## src/design/spq_pkg.sv

```systemverilog
`default_nettype none

package spq_pkg;

    localparam int QUEUE_DEPTH_DEF = 16;
    localparam int FIELD_W         = 16;
    localparam int OCC_W           = 5;
    localparam int STATUS_W        = 2;

    // result status codes
    localparam logic [STATUS_W-1:0] ST_OK         = 2'd0;
    localparam logic [STATUS_W-1:0] ST_BAD_HANDLE = 2'd1;
    localparam logic [STATUS_W-1:0] ST_FULL       = 2'd2;
    localparam logic [STATUS_W-1:0] ST_EMPTY      = 2'd3;

    // operation codes
    localparam logic FUNC_INSERT = 1'b0;
    localparam logic FUNC_REMOVE = 1'b1;

    typedef struct packed {
        logic        [FIELD_W-1:0] handle;
        logic        [FIELD_W-1:0] kind;
        logic signed [FIELD_W-1:0] prio;
    } t_entry;

endpackage

`default_nettype wire

```

## src/design/spq_mem.sv

```systemverilog
`default_nettype none

module spq_mem
    import spq_pkg::*;
#(
    parameter int DEPTH = QUEUE_DEPTH_DEF,
    parameter int AW    = $clog2(DEPTH)
) (
    input  wire logic          i_clk,
    input  wire logic          i_wr_en,
    input  wire logic [AW-1:0] i_wr_addr,
    input  wire t_entry        i_wr_data,
    input  wire logic          i_rd_en,
    input  wire logic [AW-1:0] i_rd_addr,
    output t_entry             o_rd_data
);

    t_entry r_mem [DEPTH];
    t_entry r_rd_data;

    always_ff @(posedge i_clk) begin
        if (i_wr_en) begin
            r_mem[i_wr_addr] <= i_wr_data;
        end
    end

    always_ff @(posedge i_clk) begin
        if (i_rd_en) begin
            r_rd_data <= r_mem[i_rd_addr];
        end
    end

    assign o_rd_data = r_rd_data;

endmodule

`default_nettype wire

```

## src/design/stable_priority_queue.sv

```systemverilog
`default_nettype none

// channel  | handshake              | payload
// ---------+------------------------+---------------------------------------------------
// input    | i_in_valid / o_in_stall | i_func i_item_handle i_kind i_priority_req
// output   | o_out_valid / i_out_stall | o_status o_occupancy o_out_handle o_out_kind
//          |                        | o_out_priority
//
// one item at a time: the item is accepted, worked on, then its result is handed over
// insert: scan for a duplicate handle and the first entry of greater priority, then move the tail up
// remove: the head is read and the rest move forward one entry a cycle
// null handle and empty remove skip the work cycles; full and duplicate stop after the scan
// reset (synchronous, active low) empties the queue; entry memory is not cleared
// o_in_stall is high while an item is at work or its result waits for the output register

module stable_priority_queue
    import spq_pkg::*;
#(
    parameter int QUEUE_DEPTH = QUEUE_DEPTH_DEF
) (
    input  wire logic                       i_clk,
    input  wire logic                       i_rst_n,
    input  wire logic                       i_in_valid,
    output logic                            o_in_stall,
    input  wire logic                       i_func,
    input  wire logic        [FIELD_W-1:0]  i_item_handle,
    input  wire logic        [FIELD_W-1:0]  i_kind,
    input  wire logic signed [FIELD_W-1:0]  i_priority_req,
    output logic                            o_out_valid,
    input  wire logic                       i_out_stall,
    output logic             [STATUS_W-1:0] o_status,
    output logic             [OCC_W-1:0]    o_occupancy,
    output logic             [FIELD_W-1:0]  o_out_handle,
    output logic             [FIELD_W-1:0]  o_out_kind,
    output logic signed      [FIELD_W-1:0]  o_out_priority
);

    localparam int AW = $clog2(QUEUE_DEPTH);
    localparam int CW = $clog2(QUEUE_DEPTH + 1);
    localparam logic [CW-1:0] DEPTH_C = CW'(QUEUE_DEPTH);

    localparam logic [2:0] S_IDLE   = 3'd0;
    localparam logic [2:0] S_SCAN   = 3'd1;
    localparam logic [2:0] S_SHIFT  = 3'd2;
    localparam logic [2:0] S_RMV    = 3'd3;
    localparam logic [2:0] S_FINISH = 3'd4;

    logic [2:0]    r_state;
    logic [CW-1:0] r_count;

    logic        [FIELD_W-1:0]  r_h;
    logic        [FIELD_W-1:0]  r_k;
    logic signed [FIELD_W-1:0]  r_p;

    logic [CW-1:0] r_idx;
    logic [CW-1:0] r_left;
    logic [AW-1:0] r_src;
    logic [AW-1:0] r_cmp_idx;
    logic [AW-1:0] r_pos;
    logic          r_rd_v;
    logic          r_dup;
    logic          r_found;

    logic [STATUS_W-1:0] r_res_status;
    t_entry              r_res;

    logic                r_out_valid;
    logic [STATUS_W-1:0] r_out_status;
    logic [OCC_W-1:0]    r_out_occ;
    t_entry              r_out;

    logic          w_wr_en;
    logic [AW-1:0] w_wr_addr;
    t_entry        w_wr_data;
    logic          w_rd_en;
    logic [AW-1:0] w_rd_addr;
    t_entry        w_rd_data;
    t_entry        w_new;
    logic          w_scan_done;
    logic          w_move_done;
    logic [AW-1:0] w_ins_pos;
    logic          w_out_free;
    logic [CW+OCC_W-1:0] w_occ_ext;

    spq_mem #(
        .DEPTH (QUEUE_DEPTH),
        .AW    (AW)
    ) u_mem (
        .i_clk     (i_clk),
        .i_wr_en   (w_wr_en),
        .i_wr_addr (w_wr_addr),
        .i_wr_data (w_wr_data),
        .i_rd_en   (w_rd_en),
        .i_rd_addr (w_rd_addr),
        .o_rd_data (w_rd_data)
    );

    assign w_new       = '{handle: r_h, kind: r_k, prio: r_p};
    assign w_scan_done = (r_idx == r_count) && !r_rd_v;
    assign w_move_done = (r_left == '0) && !r_rd_v;
    assign w_ins_pos   = r_found ? r_pos : r_count[AW-1:0];
    assign w_out_free  = !r_out_valid || !i_out_stall;
    assign w_occ_ext   = {{OCC_W{1'b0}}, r_count};

    // memory port steering
    always_comb begin
        w_rd_en   = 1'b0;
        w_rd_addr = r_src;
        w_wr_en   = 1'b0;
        w_wr_addr = r_pos;
        w_wr_data = w_rd_data;
        unique case (r_state)
            S_SCAN: begin
                w_rd_en   = (r_idx < r_count);
                w_rd_addr = r_idx[AW-1:0];
            end
            S_SHIFT: begin
                w_rd_en = (r_left != '0);
                if (r_rd_v) begin
                    w_wr_en   = 1'b1;
                    w_wr_addr = r_cmp_idx + AW'(1);
                end else if (r_left == '0) begin
                    w_wr_en   = 1'b1;
                    w_wr_addr = r_pos;
                    w_wr_data = w_new;
                end
            end
            S_RMV: begin
                w_rd_en = (r_left != '0);
                if (r_rd_v && (r_cmp_idx != '0)) begin
                    w_wr_en   = 1'b1;
                    w_wr_addr = r_cmp_idx - AW'(1);
                end
            end
            S_IDLE, S_FINISH: begin
            end
            default: begin
            end
        endcase
    end

    // sequencer
    always_ff @(posedge i_clk) begin
        if (!i_rst_n) begin
            r_state <= S_IDLE;
            r_count <= '0;
            r_rd_v  <= 1'b0;
        end else begin
            unique case (r_state)
                S_IDLE: begin
                    if (i_in_valid) begin
                        r_h     <= i_item_handle;
                        r_k     <= i_kind;
                        r_p     <= i_priority_req;
                        r_res   <= '0;
                        r_idx   <= '0;
                        r_src   <= '0;
                        r_left  <= r_count;
                        r_rd_v  <= 1'b0;
                        r_dup   <= 1'b0;
                        r_found <= 1'b0;
                        if (i_func == FUNC_REMOVE) begin
                            if (r_count == '0) begin
                                r_res_status <= ST_EMPTY;
                                r_state      <= S_FINISH;
                            end else begin
                                r_state <= S_RMV;
                            end
                        end else if (i_item_handle == '0) begin
                            r_res_status <= ST_BAD_HANDLE;
                            r_state      <= S_FINISH;
                        end else begin
                            r_state <= S_SCAN;
                        end
                    end
                end
                S_SCAN: begin
                    // compare the entry read last cycle
                    if (r_rd_v) begin
                        if (w_rd_data.handle == r_h) begin
                            r_dup <= 1'b1;
                        end
                        if (!r_found && (w_rd_data.prio > r_p)) begin
                            r_found <= 1'b1;
                            r_pos   <= r_cmp_idx;
                        end
                    end
                    r_rd_v <= w_rd_en;
                    if (w_rd_en) begin
                        r_cmp_idx <= r_idx[AW-1:0];
                        r_idx     <= r_idx + CW'(1);
                    end
                    if (w_scan_done) begin
                        if (r_dup) begin
                            r_res_status <= ST_BAD_HANDLE;
                            r_state      <= S_FINISH;
                        end else if (r_count >= DEPTH_C) begin
                            r_res_status <= ST_FULL;
                            r_state      <= S_FINISH;
                        end else begin
                            r_pos   <= w_ins_pos;
                            r_left  <= r_count - CW'(w_ins_pos);
                            r_src   <= r_count[AW-1:0] - AW'(1);
                            r_state <= S_SHIFT;
                        end
                    end
                end
                S_SHIFT: begin
                    // tail moves up from the last entry toward the slot
                    r_rd_v <= w_rd_en;
                    if (w_rd_en) begin
                        r_cmp_idx <= r_src;
                        r_src     <= r_src - AW'(1);
                        r_left    <= r_left - CW'(1);
                    end
                    if (w_move_done) begin
                        r_count      <= r_count + CW'(1);
                        r_res_status <= ST_OK;
                        r_state      <= S_FINISH;
                    end
                end
                S_RMV: begin
                    if (r_rd_v && (r_cmp_idx == '0)) begin
                        r_res <= w_rd_data;
                    end
                    r_rd_v <= w_rd_en;
                    if (w_rd_en) begin
                        r_cmp_idx <= r_src;
                        r_src     <= r_src + AW'(1);
                        r_left    <= r_left - CW'(1);
                    end
                    if (w_move_done) begin
                        r_count      <= r_count - CW'(1);
                        r_res_status <= ST_OK;
                        r_state      <= S_FINISH;
                    end
                end
                S_FINISH: begin
                    if (w_out_free) begin
                        r_state <= S_IDLE;
                    end
                end
                default: begin
                    r_state <= S_IDLE;
                end
            endcase
        end
    end

    // output register
    always_ff @(posedge i_clk) begin
        if (!i_rst_n) begin
            r_out_valid <= 1'b0;
        end else if ((r_state == S_FINISH) && w_out_free) begin
            r_out_valid <= 1'b1;
        end else if (!i_out_stall) begin
            r_out_valid <= 1'b0;
        end
    end

    always_ff @(posedge i_clk) begin
        if ((r_state == S_FINISH) && w_out_free) begin
            r_out_status <= r_res_status;
            r_out_occ    <= w_occ_ext[OCC_W-1:0];
            r_out        <= r_res;
        end
    end

    assign o_in_stall     = (r_state != S_IDLE);
    assign o_out_valid    = r_out_valid;
    assign o_status       = r_out_status;
    assign o_occupancy    = r_out_occ;
    assign o_out_handle   = r_out.handle;
    assign o_out_kind     = r_out.kind;
    assign o_out_priority = r_out.prio;

    a_count_bound : assert property (@(posedge i_clk) disable iff (!i_rst_n)
        r_count <= DEPTH_C)
        else $error("queue count beyond depth");

    a_finish_loads : assert property (@(posedge i_clk) disable iff (!i_rst_n)
        (r_state == S_FINISH) && w_out_free |=> o_out_valid)
        else $error("result not presented after finish");

    a_insert_grows : assert property (@(posedge i_clk) disable iff (!i_rst_n)
        (r_state == S_SHIFT) && w_move_done |=> r_count == $past(r_count) + CW'(1))
        else $error("insert did not add one entry");

    a_write_only_moving : assert property (@(posedge i_clk) disable iff (!i_rst_n)
        w_wr_en |-> (r_state == S_SHIFT) || (r_state == S_RMV))
        else $error("entry memory written outside a move");

    a_remove_shrinks : assert property (@(posedge i_clk) disable iff (!i_rst_n)
        (r_state == S_RMV) && w_move_done |=> r_count == $past(r_count) - CW'(1))
        else $error("remove did not take one entry");

endmodule

`default_nettype wire
```

## config.mk

```make
export PLATFORM = sky130hd
export DESIGN_NAME = stable_priority_queue
export DESIGN_NICKNAME = d
export VERILOG_FILES = /design/src/design/spq_pkg.sv /design/src/design/spq_mem.sv /design/src/design/stable_priority_queue.sv
export SDC_FILE = /design/constraint.sdc
export NUM_CORES = 1
export LEC_CHECK = 0
export BUFFER_PORTS_ARGS = -buffer_cell sky130_fd_sc_hd__buf_2
export CAP_MARGIN = 10
export CORE_MARGIN = 2
export CORE_UTILIZATION = 35
export CTS_BUF_LIST = sky130_fd_sc_hd__clkbuf_2 sky130_fd_sc_hd__clkbuf_4 sky130_fd_sc_hd__clkbuf_8
export DETAILED_ROUTE_END_ITERATION = 12
export PLACE_DENSITY = 0.63
export SETUP_SLACK_MARGIN = 0.2
export SYNTH_ARGS = -nofsm -noshare
export SYNTH_HDL_FRONTEND = slang
export SYNTH_SLANG_ARGS = --single-unit
export TNS_END_PERCENT = 100
```

## constraint.sdc

```tcl
create_clock -name i_clk -period 5.1 [get_ports i_clk]
set_input_delay 1.02 -clock i_clk [delete_from_list [all_inputs] [get_ports i_clk]]
set_output_delay 1.02 -clock i_clk [all_outputs]
set_load 0.005 [all_outputs]
```

Word-level counts from Yosys, hierarchy flattened
Memory sizes are Yosys's and may differ from the RTL's. A register that Yosys moved wholly into a read port is not among the register bits. Index checks and enable logic that the tools add are counted. W data, S select, Z words.

Memories kept: 1. Register bits: 187. Output and inout bits: 57. RAM bits: 768.

Memories: u_mem.r_mem (words 16, bits a word 48, rd ports 1, clocked after memory_dff 1, write ports 1, RTL line spq_mem.sv:18) `t_entry r_mem [DEPTH];`.

Reduce and logical (&&, ||, !) cells: 41. Add/sub/neg operators: 10. Mux-type cells: 74. Eq/ne operators: 26. Magnitude comparators: 3.

Operators by type and width (count): $mux W48 (5); $pmux W48 S2 (1); $mux W4 (17); $mux W5 (9); $mux W3 (9); $ne A2 B2 Y1 const B (11); $pmux W5 S2 (2); $eq A16 B16 Y1 (1); $gt A16 B16 Y1 (1); $logic_not A16 Y1 (1); $mux W2 (8); $pmux W4 S2 (2); $pmux W4 S4 (1); $reduce_and A4 Y1 (4); $reduce_and A8 Y1 (2); $pmux W5 S3 (1); $mux W1 (12); $ne A2 B1 Y1 const B (6); $pmux W3 S4 (1); $sub A4 B1 Y4 const B (3); $add A5 B1 Y5 const B (2); $logic_not A5 Y1 (2); $pmux W1 S2 (5); $reduce_and A5 Y1 (2); other kinds (25) (46).

Logic depth before layout (Yosys ltp)
Gate-level depths: netlist (run 1).

Depth after elaboration: 7. Gate-level depth with buffers: 11. Gate-level depth less buffers: 10.

Modules after synthesis
From an unflattened synthesis (run 1), not the netlist that was laid out.

Cell total of the unflattened synthesis: 1883. Area, all modules: 38929.8 um2.

By module, submodules not included: spq_mem (times used 1, cells an instance 1242, seq. area each 24503.5 um2, area an instance 30175.2 um2); stable_priority_queue (times used 1, cells an instance 641, seq. area each 5515.3 um2, area an instance 8754.6 um2).

Worst setup path before layout (run 1)
Ideal clock, no wire load.

Kind: input -> register. From: in i_in_valid. To: reg r_res[0] in the netlist's numbering, enable pin. Data required time: 4.577 ns. Stages: 3. Buffers on the path: 0. Path slack: -0.227 ns. Arrival: 4.804 ns. Path through: nor3b_1 -> a41oi_1 -> nor3b_1.

Word-level cells in the longest chain between the ends: 2.

Ends and longest elaborated chain: from (decl) (RTL line stable_priority_queue.sv:23) `input wire logic i_in_valid,`; $ne A2 B2 Y1 (no source line); $reduce_and A4 Y1 (no source line); to (signal assigned) (RTL line stable_priority_queue.sv:224) `r_res <= w_rd_data;`; to (decl) (RTL line stable_priority_queue.sv:65) `t_entry r_res;`.

No other way between the ends. A chain may end at the register's enable or synchronous reset.

Final worst setup path (run 1)
From: reg r_state[2]. To: reg u_mem.o_rd_data[17] (netlist name).

Word-level cells in the longest chain between the ends: 3.

Ends and longest elaborated chain: from (decl) (RTL line stable_priority_queue.sv:48) `logic [2:0] r_state;`; from (signal assigned) (RTL line stable_priority_queue.sv:145) `r_state <= S_IDLE;`; from (signal assigned) (RTL line stable_priority_queue.sv:165) `r_state <= S_FINISH;`; from (signal assigned) (RTL line stable_priority_queue.sv:167) `r_state <= S_RMV;`; $eq A3 B2 Y1 (RTL line stable_priority_queue.sv:112) `unique case (r_state)`; $reduce_or A2 Y1 (no source line); $pmux W1 S2 (RTL line stable_priority_queue.sv:112).

Parallel ways exist; a longest one is shown, timed or not.

==> impl_metrics.py, run 1 <==
metrics = {
    "worst_setup_path": {
        "arrival_ps": 4160,
        "critical_path.slowest_cell": "sky130_fd_sc_hd__buf_12",
        "endpoint_kind": "flip-flop",
        "crit_path_start_kind": "flip-flop",
        "cp_data_required_time_ps": 5670,
        "cp_num_buf_inv": 3,
        "path_cells": "inv_1, nand3b_4, inv_4, mux2i_4, buf_12, mux4_2, a22oi_1, nand2_1",
        "max_stage_delay_ps": 610,
        "setup.worst_path.class": "flip-flop to flip-flop",
        "critPathMaxFanout": 99,
        "cpLargestDelayFamily": "buffers and inverters",
    },
    "clocking": {
        "cts_made_buffers": 159,
        "worst_setup_hold_path_clk_slew_ps": 70,
        "postCtsSetupBuffers": 0,
        "clockRootBuffer": "sky130_fd_sc_hd__clkbuf_8",
        "cts-htree-levels": 4,
        "post_cts.resized_instances": 0,
        "cts_tree": "built",
        "clock-sinks": 1003,
        "cts_hold_buffers": 0,
        "clk-insertion-delay-late_ps": 840,
        "cts_buffer_depth": 3,
    },
    "yosys": {
        "number_of_warning_messages_in_the_yosys_log": 0,
        "synth_area_leaders": "sky130_fd_sc_hd__edfxtp_1, sky130_fd_sc_hd__mux4_2, sky130_fd_sc_hd__a22oi_1",
        "leading_post_synthesis_cells_by_instance_count": "sky130_fd_sc_hd__edfxtp_1, sky130_fd_sc_hd__mux4_2, sky130_fd_sc_hd__a22oi_1",
        "syn_inst": 1893,
        "syn_nets": 1984,
        "post-synth-top-count-cell": "sky130_fd_sc_hd__edfxtp_1",
        "mapped_area_um2": 38920,
        "number_of_enable_flip_flop_cells_after_synthesis": 993,
        "syn_area_per_cell_um2": 20.56,
        "synth_top_area_cell": "sky130_fd_sc_hd__edfxtp_1",
        "ys.flop_type": "sky130_fd_sc_hd__edfxtp_1",
        "synth-seq-cells": 1003,
        "synth_top_area_share_pct": 76.61,
        "post_synth_num_cell_types": 56,
        "synth.yosys.seq_area_share_pct": 77.12,
        "share_of_async_settable_or_async_resettable_flops_after_synthesis_pct": 0,
    },
    "finish": {
        "multiInputGateArea_um2": 8582,
        "fill_cells": 9731,
        "ff_latch_area_um2": 30020,
        "area_delta_synth_final_pct": 15.36,
        "final_layout_size_suffix_gt1_share_pct": 30.50,
        "num-nets-final": 2200,
        "final_util_pct": 40.63,
    },
    "route": {
        "detailedRoute.firstIterationViolations": 1939,
        "firstDrtPassIters": 8,
        "drt_drc_violations_left": 0,
        "via_count": 19462,
        "detailed_route_wire_length_per_cell_um": 24.97,
        "antenna_violating_nets_post_route": 0,
        "routed_wire_length_mm": 93.08,
        "viasPerCell": 5.220,
    },
    "place": {
        "place.detailed.hpwl_mm": 48.94,
        "placer_s_final_routability_congestion_estimate": 0.7958,
        "buffers_added_on_ports": 109,
    },
    "sta": {
        "timing.fmax_ghz": 0.2790,
        "hold_slack_ps": 367.2,
        "layout_min_cycle_time_ps": 3584,
        "timing_max_transition_violations_final": 0,
        "period_share_pct": 70.28,
        "timing.final.setup_violations": 0,
        "setup_total_negative_slack_ps": 0,
        "hold_violations": 0,
        "worst_clk_skew_ps": 57.17,
        "tightest_slew_ps": 1088,
        "rsz_0062_raised_after_global_routing": "false",
        "timing.max_slew.rel_slack_pct": 27.32,
    },
    "global_route": {
        "grt_max_degree": 100,
        "grtUsageMet1_pct": 22.09,
        "gr_usage_total_pct": 16.39,
        "number_of_antenna_violations_at_the_first_check_in_global_routing": 4,
        "grt_first_pass_wirelength_mm": 135.5,
        "grt_pass1_vias": 20443,
        "global_routing_usage_on_met3_pct": 3.705,
        "top_usage_layer": "met2",
        "global_route.overflow_total": 0,
        "groute.layer.met2.usage_pct": 26.25,
    },
    "floorplanning": {
        "effective_utilization_at_floorplan_pct": 35.22,
        "placement_rows": 122,
        "dieWidth_um": 337.5,
        "floorplan.die_area_um2": 113900,
        "floorplan.io_pins": 110,
        "die_height_um": 337.5,
        "core-area_um2": 110500,
    },
    "run_status": {
        "status": "finished, final reports clean",
    },
    "worst_hold_path": {
        "hp-class": "input port to flip-flop",
    },
    "job": {
        "maxCapViolCount": 0,
    },
    "power_and_ir_drop": {
        "ir_worst_vdd_mv": 0.2290,
        "p_leak_nw": 14.62,
        "power.density_cell_area_nw_per_um2": 380.3,
    },
}
==> registers in the layout, indices dropped and copies added (netlist names), 2 cells and up <==
register / flops
r_res_status: 2
r_h: 16
o_out_priority: 16
o_out_handle: 16
r_idx: 5
r_src: 4
r_count: 5
r_pos: 4
r_state: 3
r_res: 48
r_k: 16
o_out_kind: 16
r_cmp_idx: 4
r_left: 5
r_p: 16
u_mem.r_mem: 768
o_status: 2
o_occupancy: 5
u_mem.o_rd_data: 48
==> area by class of cell <==
class,instances,share of cell area (%)
clock buffer,203,5.623
inverter,34,0.2898
antenna,1,0.005573
multi-input combinational,761,19.11
sequential,1003,66.85
tap,1488,4.146
timing repair buffer,150,2.485
clock inverter,88,1.485
==> logic make-up after synthesis <==
| kind of cell | after synthesis | synth area share [%] |
|---|---|---|
| DFF | 1003 | 77.12 |
| and+or+nand+nor | 261 | 3.433 |
| muxes | 252 | 12.81 |
| AOI/OAI and AO/OA | 175 | 3.166 |
| buffers and inverters | 129 | 1.401 |
| adders and majority gates | 38 | 1.279 |
| xor gates and xnor gates | 35 | 0.7875 |
==> final timing paths <==
kind               from  slack, ps                   to  cells after the start
min reg2reg   r_res[43]        400     o_out_handle[11]                      0
max          r_state[2]       1520  u_mem.o_rd_data[17]                      8
min           i_kind[3]        370               r_k[3]                      1
max reg2reg  r_state[2]       1520  u_mem.o_rd_data[17]                      8
==> worst reg2reg max path: cells and delay by family, from the launching register on <==
| kind | cells | cell delay, ps |
|---|---|---|
| buffers and inverters | 3 | 1130 |
| flip-flops | 1 | 470 |
| AND/OR/NAND/NOR | 2 | 360 |
| multiplexers | 2 | 1120 |
| AO/OA/AOI/OAI | 1 | 260 |
==> power breakdown <==
part	internal (W)	switching, W	leakage [nW]
Combinational	0.000419	0.000586	3.86
Sequential	0.00915	0.0000677	9.07
Clock	0.00369	0.00317	1.69
Total	0.0133	0.00382	14.6
==> metrics by stage <==
stage | instances | setup WS (ps) | cell area, um^2 | total power [W]
CTS | 3727 | 1523 | 44900 | 0.01726
global placement | 3436 | 1568 | 41710 | 0.01038
detailed placement | 3436 | 1527 | 41710 | 0.01040
global route | 3728 | 1285 | 44900 | 0.01769
finish | 3728 | 1516 | 44900 | 0.01708
floorplan | 1893 | 775.3 | 38930 | 0.01005
==> metal layers <==
metal	part of all wire, %	vias up
li1	-	8270
met1	42	10198
met2	48	848
met3	7.9	146
met4	2.3	0
met5	0	-
==> cells in the final DEF, fill, tap and decap left out, types with 8 or more instances in the layout <==
cell type	n
sky130_fd_sc_hd__a21oi_1	18
sky130_fd_sc_hd__clkbuf_4	43
sky130_fd_sc_hd__nand4_1	8
sky130_fd_sc_hd__mux2i_1	8
sky130_fd_sc_hd__nand3_1	16
sky130_fd_sc_hd__buf_2	109
sky130_fd_sc_hd__nor4_1	8
sky130_fd_sc_hd__nor2_4	21
sky130_fd_sc_hd__clkinv_1	40
sky130_fd_sc_hd__buf_12	21
sky130_fd_sc_hd__a22oi_1	99
sky130_fd_sc_hd__buf_4	20
sky130_fd_sc_hd__bufinv_16	8
sky130_fd_sc_hd__dfxtp_1	9
sky130_fd_sc_hd__nor3_1	9
sky130_fd_sc_hd__mux4_2	192
sky130_fd_sc_hd__and3_1	47
sky130_fd_sc_hd__edfxtp_1	993
sky130_fd_sc_hd__clkinv_2	25
sky130_fd_sc_hd__ha_1	35
sky130_fd_sc_hd__inv_1	32
sky130_fd_sc_hd__nand2_1	85
sky130_fd_sc_hd__nor2_1	25
sky130_fd_sc_hd__clkbuf_8	160
sky130_fd_sc_hd__mux2_2	50
sky130_fd_sc_hd__xnor2_1	28
sky130_fd_sc_hd__o21ai_0	23
No activity file was read; power rests on OpenSTA's default activity.
==> run 2, diff against run 1 <==
--- a/config.mk
+++ b/config.mk
@@ -11,7 +11,7 @@
 export CORE_UTILIZATION = 35
 export CTS_BUF_LIST = sky130_fd_sc_hd__clkbuf_2 sky130_fd_sc_hd__clkbuf_4 sky130_fd_sc_hd__clkbuf_8
 export DETAILED_ROUTE_END_ITERATION = 12
-export PLACE_DENSITY = 0.63
+export PLACE_DENSITY = 0.61
 export SETUP_SLACK_MARGIN = 0.2
 export SYNTH_ARGS = -nofsm -noshare
 export SYNTH_HDL_FRONTEND = slang
==> constraint.sdc (replaced) <==
create_clock -name i_clk -period 3.5 [get_ports i_clk]
set_input_delay 0.7 -clock i_clk [delete_from_list [all_inputs] [get_ports i_clk]]
set_output_delay 0.7 -clock i_clk [all_outputs]
set_load 0.005 [all_outputs]
==> impl_metrics.py, run 2 (same netlist as run 1, synthesis figures left out) <==
metrics = {
    "run_status": {
        "status": "finished, final reports clean",
    },
    "finish": {
        "largest_reg_flops": 768,
        "fill_cells": 9726,
        "area_delta_synth_final_pct": 17.02,
        "final_layout_size_suffix_gt1_share_pct": 31.81,
        "most_common_cell_after_layout_fill_and_taps_aside": "sky130_fd_sc_hd__edfxtp_1",
        "largest_register": "u_mem.r_mem",
        "layout.cells.most_common_list": "sky130_fd_sc_hd__edfxtp_1, sky130_fd_sc_hd__mux4_2, sky130_fd_sc_hd__clkbuf_8",
        "num-nets-final": 2255,
        "layout.cell_area.non_filler_um2": 45550,
    },
    "floorplanning": {
        "floorplan.io_pins": 110,
        "placement_rows": 122,
        "effective_utilization_at_floorplan_pct": 35.22,
        "floorplan.die_area_um2": 113900,
        "core-area_um2": 110500,
        "dieWidth_um": 337.5,
        "die_height_um": 337.5,
    },
    "sta": {
        "timing.fmax_ghz": 0.3201,
        "layout_min_cycle_time_ps": 3124,
        "rsz_0062_raised_after_global_routing": "true",
        "timing_max_transition_violations_final": 0,
        "timing.max_slew.rel_slack_pct": 20.97,
        "worst_clk_skew_ps": 51.62,
        "tightest_slew_ps": 1183,
        "hold_slack_ps": 69.24,
        "layout_setup_ws_ps": 375.7,
        "hold_violations": 0,
        "period_share_pct": 89.27,
        "timing.final.setup_violations": 0,
    },
    "worst_setup_path": {
        "r2r-end": "u_mem.r_mem[12][19]",
        "max_stage_delay_ps": 560,
        "cp_num_buf_inv": 2,
        "crit_path_start_kind": "flip-flop",
        "critPathMaxFanout": 24,
        "worst_r2r_startpoint": "r_left[0]",
        "setup.worst_path.class": "flip-flop to flip-flop",
        "worstRegToRegCells": 9,
        "critical_path.slowest_cell": "sky130_fd_sc_hd__or4b_1",
        "cp_data_required_time_ps": 3980,
        "crit_end": "u_mem.r_mem[12][19]",
        "reg2reg_setup_slack_ps": 380,
        "path_cells": "inv_1, ha_1, or4b_1, nor4b_1, a21oi_1, o22ai_1, nand2_1, nor2_4, buf_12",
        "endpoint_kind": "flip-flop",
        "arrival_ps": 3610,
        "cp.depth": 9,
        "cpLargestDelayFamily": "simple AND/OR/NAND/NOR gates",
        "crit_path_start": "r_left[0]",
    },
    "power_and_ir_drop": {
        "ir_worst_vdd_mv": 0.2680,
        "power_w": 0.02481,
        "power.density_cell_area_nw_per_um2": 544.7,
        "p_leak_nw": 14.94,
    },
    "clocking": {
        "cts-htree-levels": 4,
        "cts_made_buffers": 159,
        "clk-insertion-delay-late_ps": 830,
        "cts_tree": "built",
        "cts_buffer_depth": 3,
        "clockRootBuffer": "sky130_fd_sc_hd__clkbuf_8",
        "worst_setup_hold_path_clk_slew_ps": 60,
        "clock-sinks": 1003,
    },
    "place": {
        "placed_standard_cell_area_um2": 42260,
        "pre_cts_slack_ps": 435.0,
        "buffers_added_on_ports": 109,
        "place.detailed.hpwl_mm": 53.83,
        "placer_s_final_routability_congestion_estimate": 0.8121,
    },
    "route": {
        "detailedRoute.firstIterationViolations": 1844,
        "viasPerCell": 5.144,
        "detailed_route_wire_length_per_cell_um": 24.30,
        "drt_drc_violations_left": 0,
        "firstDrtPassIters": 7,
        "routed_wire_length_mm": 91.97,
        "via_count": 19466,
        "antenna_violating_nets_post_route": 0,
    },
    "global_route": {
        "number_of_antenna_violations_at_the_first_check_in_global_routing": 7,
        "gr_usage_total_pct": 16.26,
        "grt_first_pass_wirelength_mm": 135.6,
        "grt_max_degree": 49,
        "grt_pass1_vias": 20683,
        "global_route.overflow_total": 0,
    },
    "job": {
        "maxCapViolCount": 0,
    },
    "worst_hold_path": {
        "hp-class": "input port to flip-flop",
    },
}
-- run 2: changes by cell type in the layout (fill, tap and decap cells not counted), moves of 5 or more --
cell                            previous run  this run
sky130_fd_sc_hd__clkinv_2                 25        20
sky130_fd_sc_hd__buf_12                   21        39
sky130_fd_sc_hd__buf_4                    20        44
sky130_fd_sc_hd__clkinv_1                 40        35
sky130_fd_sc_hd__clkbuf_4                 43        55
sky130_fd_sc_hd__dlygate4sd3_1             0        12
-- run 2: worst min path at each step --
stage                                  start         endpoint  slack [ps]  cells after the start
after floorplan                    r_res[32]  o_out_handle[0]         400                      0
after global routing      i_priority_req[11]          r_p[11]          20                      1
after detailed placement           r_res[30]   o_out_kind[14]         400                      0
after CTS                 i_priority_req[11]          r_p[11]         0.1                      1
final                             i_kind[13]          r_k[13]          70                      1
after global placement             r_res[29]   o_out_kind[13]         410                      0
-- run 2: worst reg2reg max path, delay by kind of cell (launching register included) --
kind	cells	cell delay [ps]
adder cells (fa/ha/maj)	1	210
buffers and inverters	2	340
flip-flops	1	420
AO/OA/AOI/OAI	2	290
AND/OR/NAND/NOR	4	1520
-- run 2: what timing repair did --
action,in CTS,in global routing
endpoints found under the hold margin,12,0
gates resized for setup,0,1
hold buffers,12,0
endpoints found under the setup margin,0,50
setup buffers,0,1
-- run 2: through the flow --
step	setup TNS [ps]	instances	utilization, %
floorplan	-39060	1893	-
global placement	0	3478	38.24
detailed placement	0	3478	38.24
CTS	0	3779	41.20
global route	0	3782	41.21
finish	0	3784	41.22
-- run 2: per-layer routing --
metal,global-route usage (%),routed length (um)
met1,22.37,40170
met4,4.766,1758
met3,3.201,5615
met2,26.28,44410
met5,0,13
-- run 2: power by group --
part | switching (W) | internal, W | leakage [nW]
registers | 0.0000886 | 0.0133 | 9.07
clock network | 0.00454 | 0.00527 | 1.67
logic | 0.000901 | 0.000684 | 4.20
total | 0.00553 | 0.0193 | 14.9
-- run 2: layout make-up --
class                           count  area [um^2]  share of cell area, %
Sequential cell                  1003        30020                  65.91
Antenna cell                        4        10.01                0.02198
Multi-Input combinational cell    761         8582                  18.84
Inverter                           34        130.1                 0.2857
Clock inverter                     74        529.3                  1.162
Tap cell                         1488         1862                  4.087
Timing Repair Buffer              205         1802                  3.956
Clock buffer                      215         2615                  5.741
==> run 3, diff against run 2 <==
--- a/config.mk
+++ b/config.mk
@@ -5,7 +5,7 @@
 export SDC_FILE = /design/constraint.sdc
 export NUM_CORES = 1
 export LEC_CHECK = 0
-export BUFFER_PORTS_ARGS = -buffer_cell sky130_fd_sc_hd__buf_2
+export BUFFER_PORTS_ARGS = -buffer_cell sky130_fd_sc_hd__buf_4
 export CAP_MARGIN = 10
 export CORE_MARGIN = 2
 export CORE_UTILIZATION = 35
==> impl_metrics.py, run 3 (same netlist as run 1, synthesis figures left out) <==
metrics = {
    "sta": {
        "timing.max_slew.rel_slack_pct": 36.35,
        "worst_clk_skew_ps": 35.21,
        "timing.fmax_ghz": 0.3208,
        "period_share_pct": 89.07,
        "tightest_slew_ps": 952.5,
        "timing_max_transition_violations_final": 0,
        "layout_min_cycle_time_ps": 3117,
        "hold_violations": 0,
        "rsz_0062_raised_after_global_routing": "true",
        "timing.final.setup_violations": 0,
    },
    "finish": {
        "largest_reg_flops": 768,
        "layout.cells.most_common_list": "sky130_fd_sc_hd__edfxtp_1, sky130_fd_sc_hd__mux4_2, sky130_fd_sc_hd__clkbuf_8",
        "ff_latch_area_um2": 30020,
        "layout.cell_area.non_filler_um2": 45950,
        "final_util_pct": 41.58,
        "multiInputGateArea_um2": 8582,
        "final_layout_size_suffix_gt1_share_pct": 31.50,
        "area_delta_synth_final_pct": 18.05,
        "most_common_cell_after_layout_fill_and_taps_aside": "sky130_fd_sc_hd__edfxtp_1",
        "largest_register": "u_mem.r_mem",
        "fill_cells": 9688,
        "post_route_non_filler_standard_cell_count": 3776,
        "num-nets-final": 2248,
    },
    "power_and_ir_drop": {
        "p_leak_nw": 15.08,
        "ir_worst_vdd_mv": 0.3736,
        "power.density_cell_area_nw_per_um2": 557.7,
    },
    "clocking": {
        "cts_made_buffers": 163,
        "cts-htree-levels": 4,
        "worst_setup_hold_path_clk_slew_ps": 60,
        "clock-sinks": 1003,
        "cts_buffer_depth": 3,
        "clk-insertion-delay-late_ps": 810,
        "clockRootBuffer": "sky130_fd_sc_hd__clkbuf_8",
        "cts_tree": "built",
    },
    "global_route": {
        "grtUsageMet1_pct": 21.84,
        "groute.layer.met2.usage_pct": 25.31,
        "top_usage_layer": "met2",
        "grt_pass1_vias": 20488,
        "gr_usage_total_pct": 15.95,
        "global_route.overflow_total": 0,
        "grt_first_pass_wirelength_mm": 133.4,
        "grt_max_degree": 59,
        "global_routing_usage_on_met3_pct": 3.665,
        "number_of_antenna_violations_at_the_first_check_in_global_routing": 5,
    },
    "floorplanning": {
        "die_height_um": 337.5,
        "floorplan.die_area_um2": 113900,
        "effective_utilization_at_floorplan_pct": 35.22,
        "core-area_um2": 110500,
        "dieWidth_um": 337.5,
        "placement_rows": 122,
        "floorplan.io_pins": 110,
    },
    "worst_setup_path": {
        "cpLargestDelayFamily": "simple AND/OR/NAND/NOR gates",
        "critPathMaxFanout": 48,
        "critical_path.slowest_cell": "sky130_fd_sc_hd__or3b_2",
        "crit_path_start_kind": "flip-flop",
        "arrival_ps": 3570,
        "reg2reg_setup_slack_ps": 380,
        "endpoint_kind": "flip-flop",
        "cp_common_cell": "sky130_fd_sc_hd__nand2_1",
        "path_cells": "inv_1, ha_1, or3b_2, nand2_1, o21ai_0, a211oi_1, nand2_1, nor2_4, clkbuf_16",
        "cp_num_buf_inv": 2,
        "setup.worst_path.class": "flip-flop to flip-flop",
        "cp_data_required_time_ps": 3950,
        "max_stage_delay_ps": 500,
    },
    "place": {
        "placed_standard_cell_area_um2": 42340,
        "place.detailed.hpwl_mm": 52.28,
        "buffers_added_on_ports": 109,
        "placedCellCount": 3464,
        "placer_s_final_routability_congestion_estimate": 0.8011,
    },
    "route": {
        "firstDrtPassIters": 5,
        "detailed_route_wire_length_per_cell_um": 23.92,
        "via_count": 19363,
        "routed_wire_length_mm": 90.32,
        "drt_drc_violations_left": 0,
        "viasPerCell": 5.128,
        "antenna_violating_nets_post_route": 0,
        "detailedRoute.firstIterationViolations": 1839,
    },
    "job": {
        "maxCapViolCount": 0,
    },
    "run_status": {
        "status": "finished, final reports clean",
    },
    "worst_hold_path": {
        "hp-class": "input port to flip-flop",
    },
}
==> run 3: cell types whose count changed in the layout (fill, tap and decap cells not counted), sizes merged <==
cell	before	now
buf	192	177
bufinv	5	13
clkbuf	216	218
clkinv	57	55
clkinvlp	4	3
diode	4	2
dlygate4sd3	12	16
inv	42	40
==> run 3: final timing paths <==
kind / from / end / depth (start not counted)
setup / recovery: r_cmp_idx[0] / u_mem.r_mem[12][42] / 9
setup reg to reg: r_cmp_idx[0] / u_mem.r_mem[12][42] / 9
hold reg to reg: r_res[14] / o_out_priority[14] / 0
hold / removal: i_kind[15] / r_k[15] / 1
==> run 3: final cells by class <==
type	count	share of cell area, %
tap	1488	4.052
multi-input combinational	761	18.68
clock inverter	77	1.626
timing repair buffer	194	4.174
inverter	34	0.2832
clock buffer	217	5.846
sequential	1003	65.33
antenna	2	0.01089
==> run 3: stage by stage <==
stage               setup WS [ps]  power [W]  setup TNS, ps  hold slack, ps
CTS                         375.0    0.02595              0         0.01898
detailed placement          422.9    0.01525              0           404.5
floorplan                  -72.26    0.01464         -39060           400.3
finish                      382.6    0.02563              0           75.16
global placement            467.3    0.01522              0           403.2
global route                185.2    0.02656              0           19.99
==> run 3: routing by layer <==
layer,share of wire [%],vias up
li1,-,8373
met2,48,671
met1,43,10197
met5,0.011,-
met3,7.9,120
met4,1.9,2
==> run 3: power breakdown <==
| group | internal, W | total (W) | switching [W] |
|---|---|---|---|
| Sequential | 0.0133 | 0.0134 | 0.0000931 |
| Clock | 0.00599 | 0.0106 | 0.00464 |
| Combinational | 0.000695 | 0.00157 | 0.000874 |
==> run 3: timing repair <==
item,in CTS,in global routing
endpoints found under the hold margin,16,0
gates resized for setup,0,2
hold buffers,16,0
setup buffers,0,0
endpoints found under the setup margin,0,54
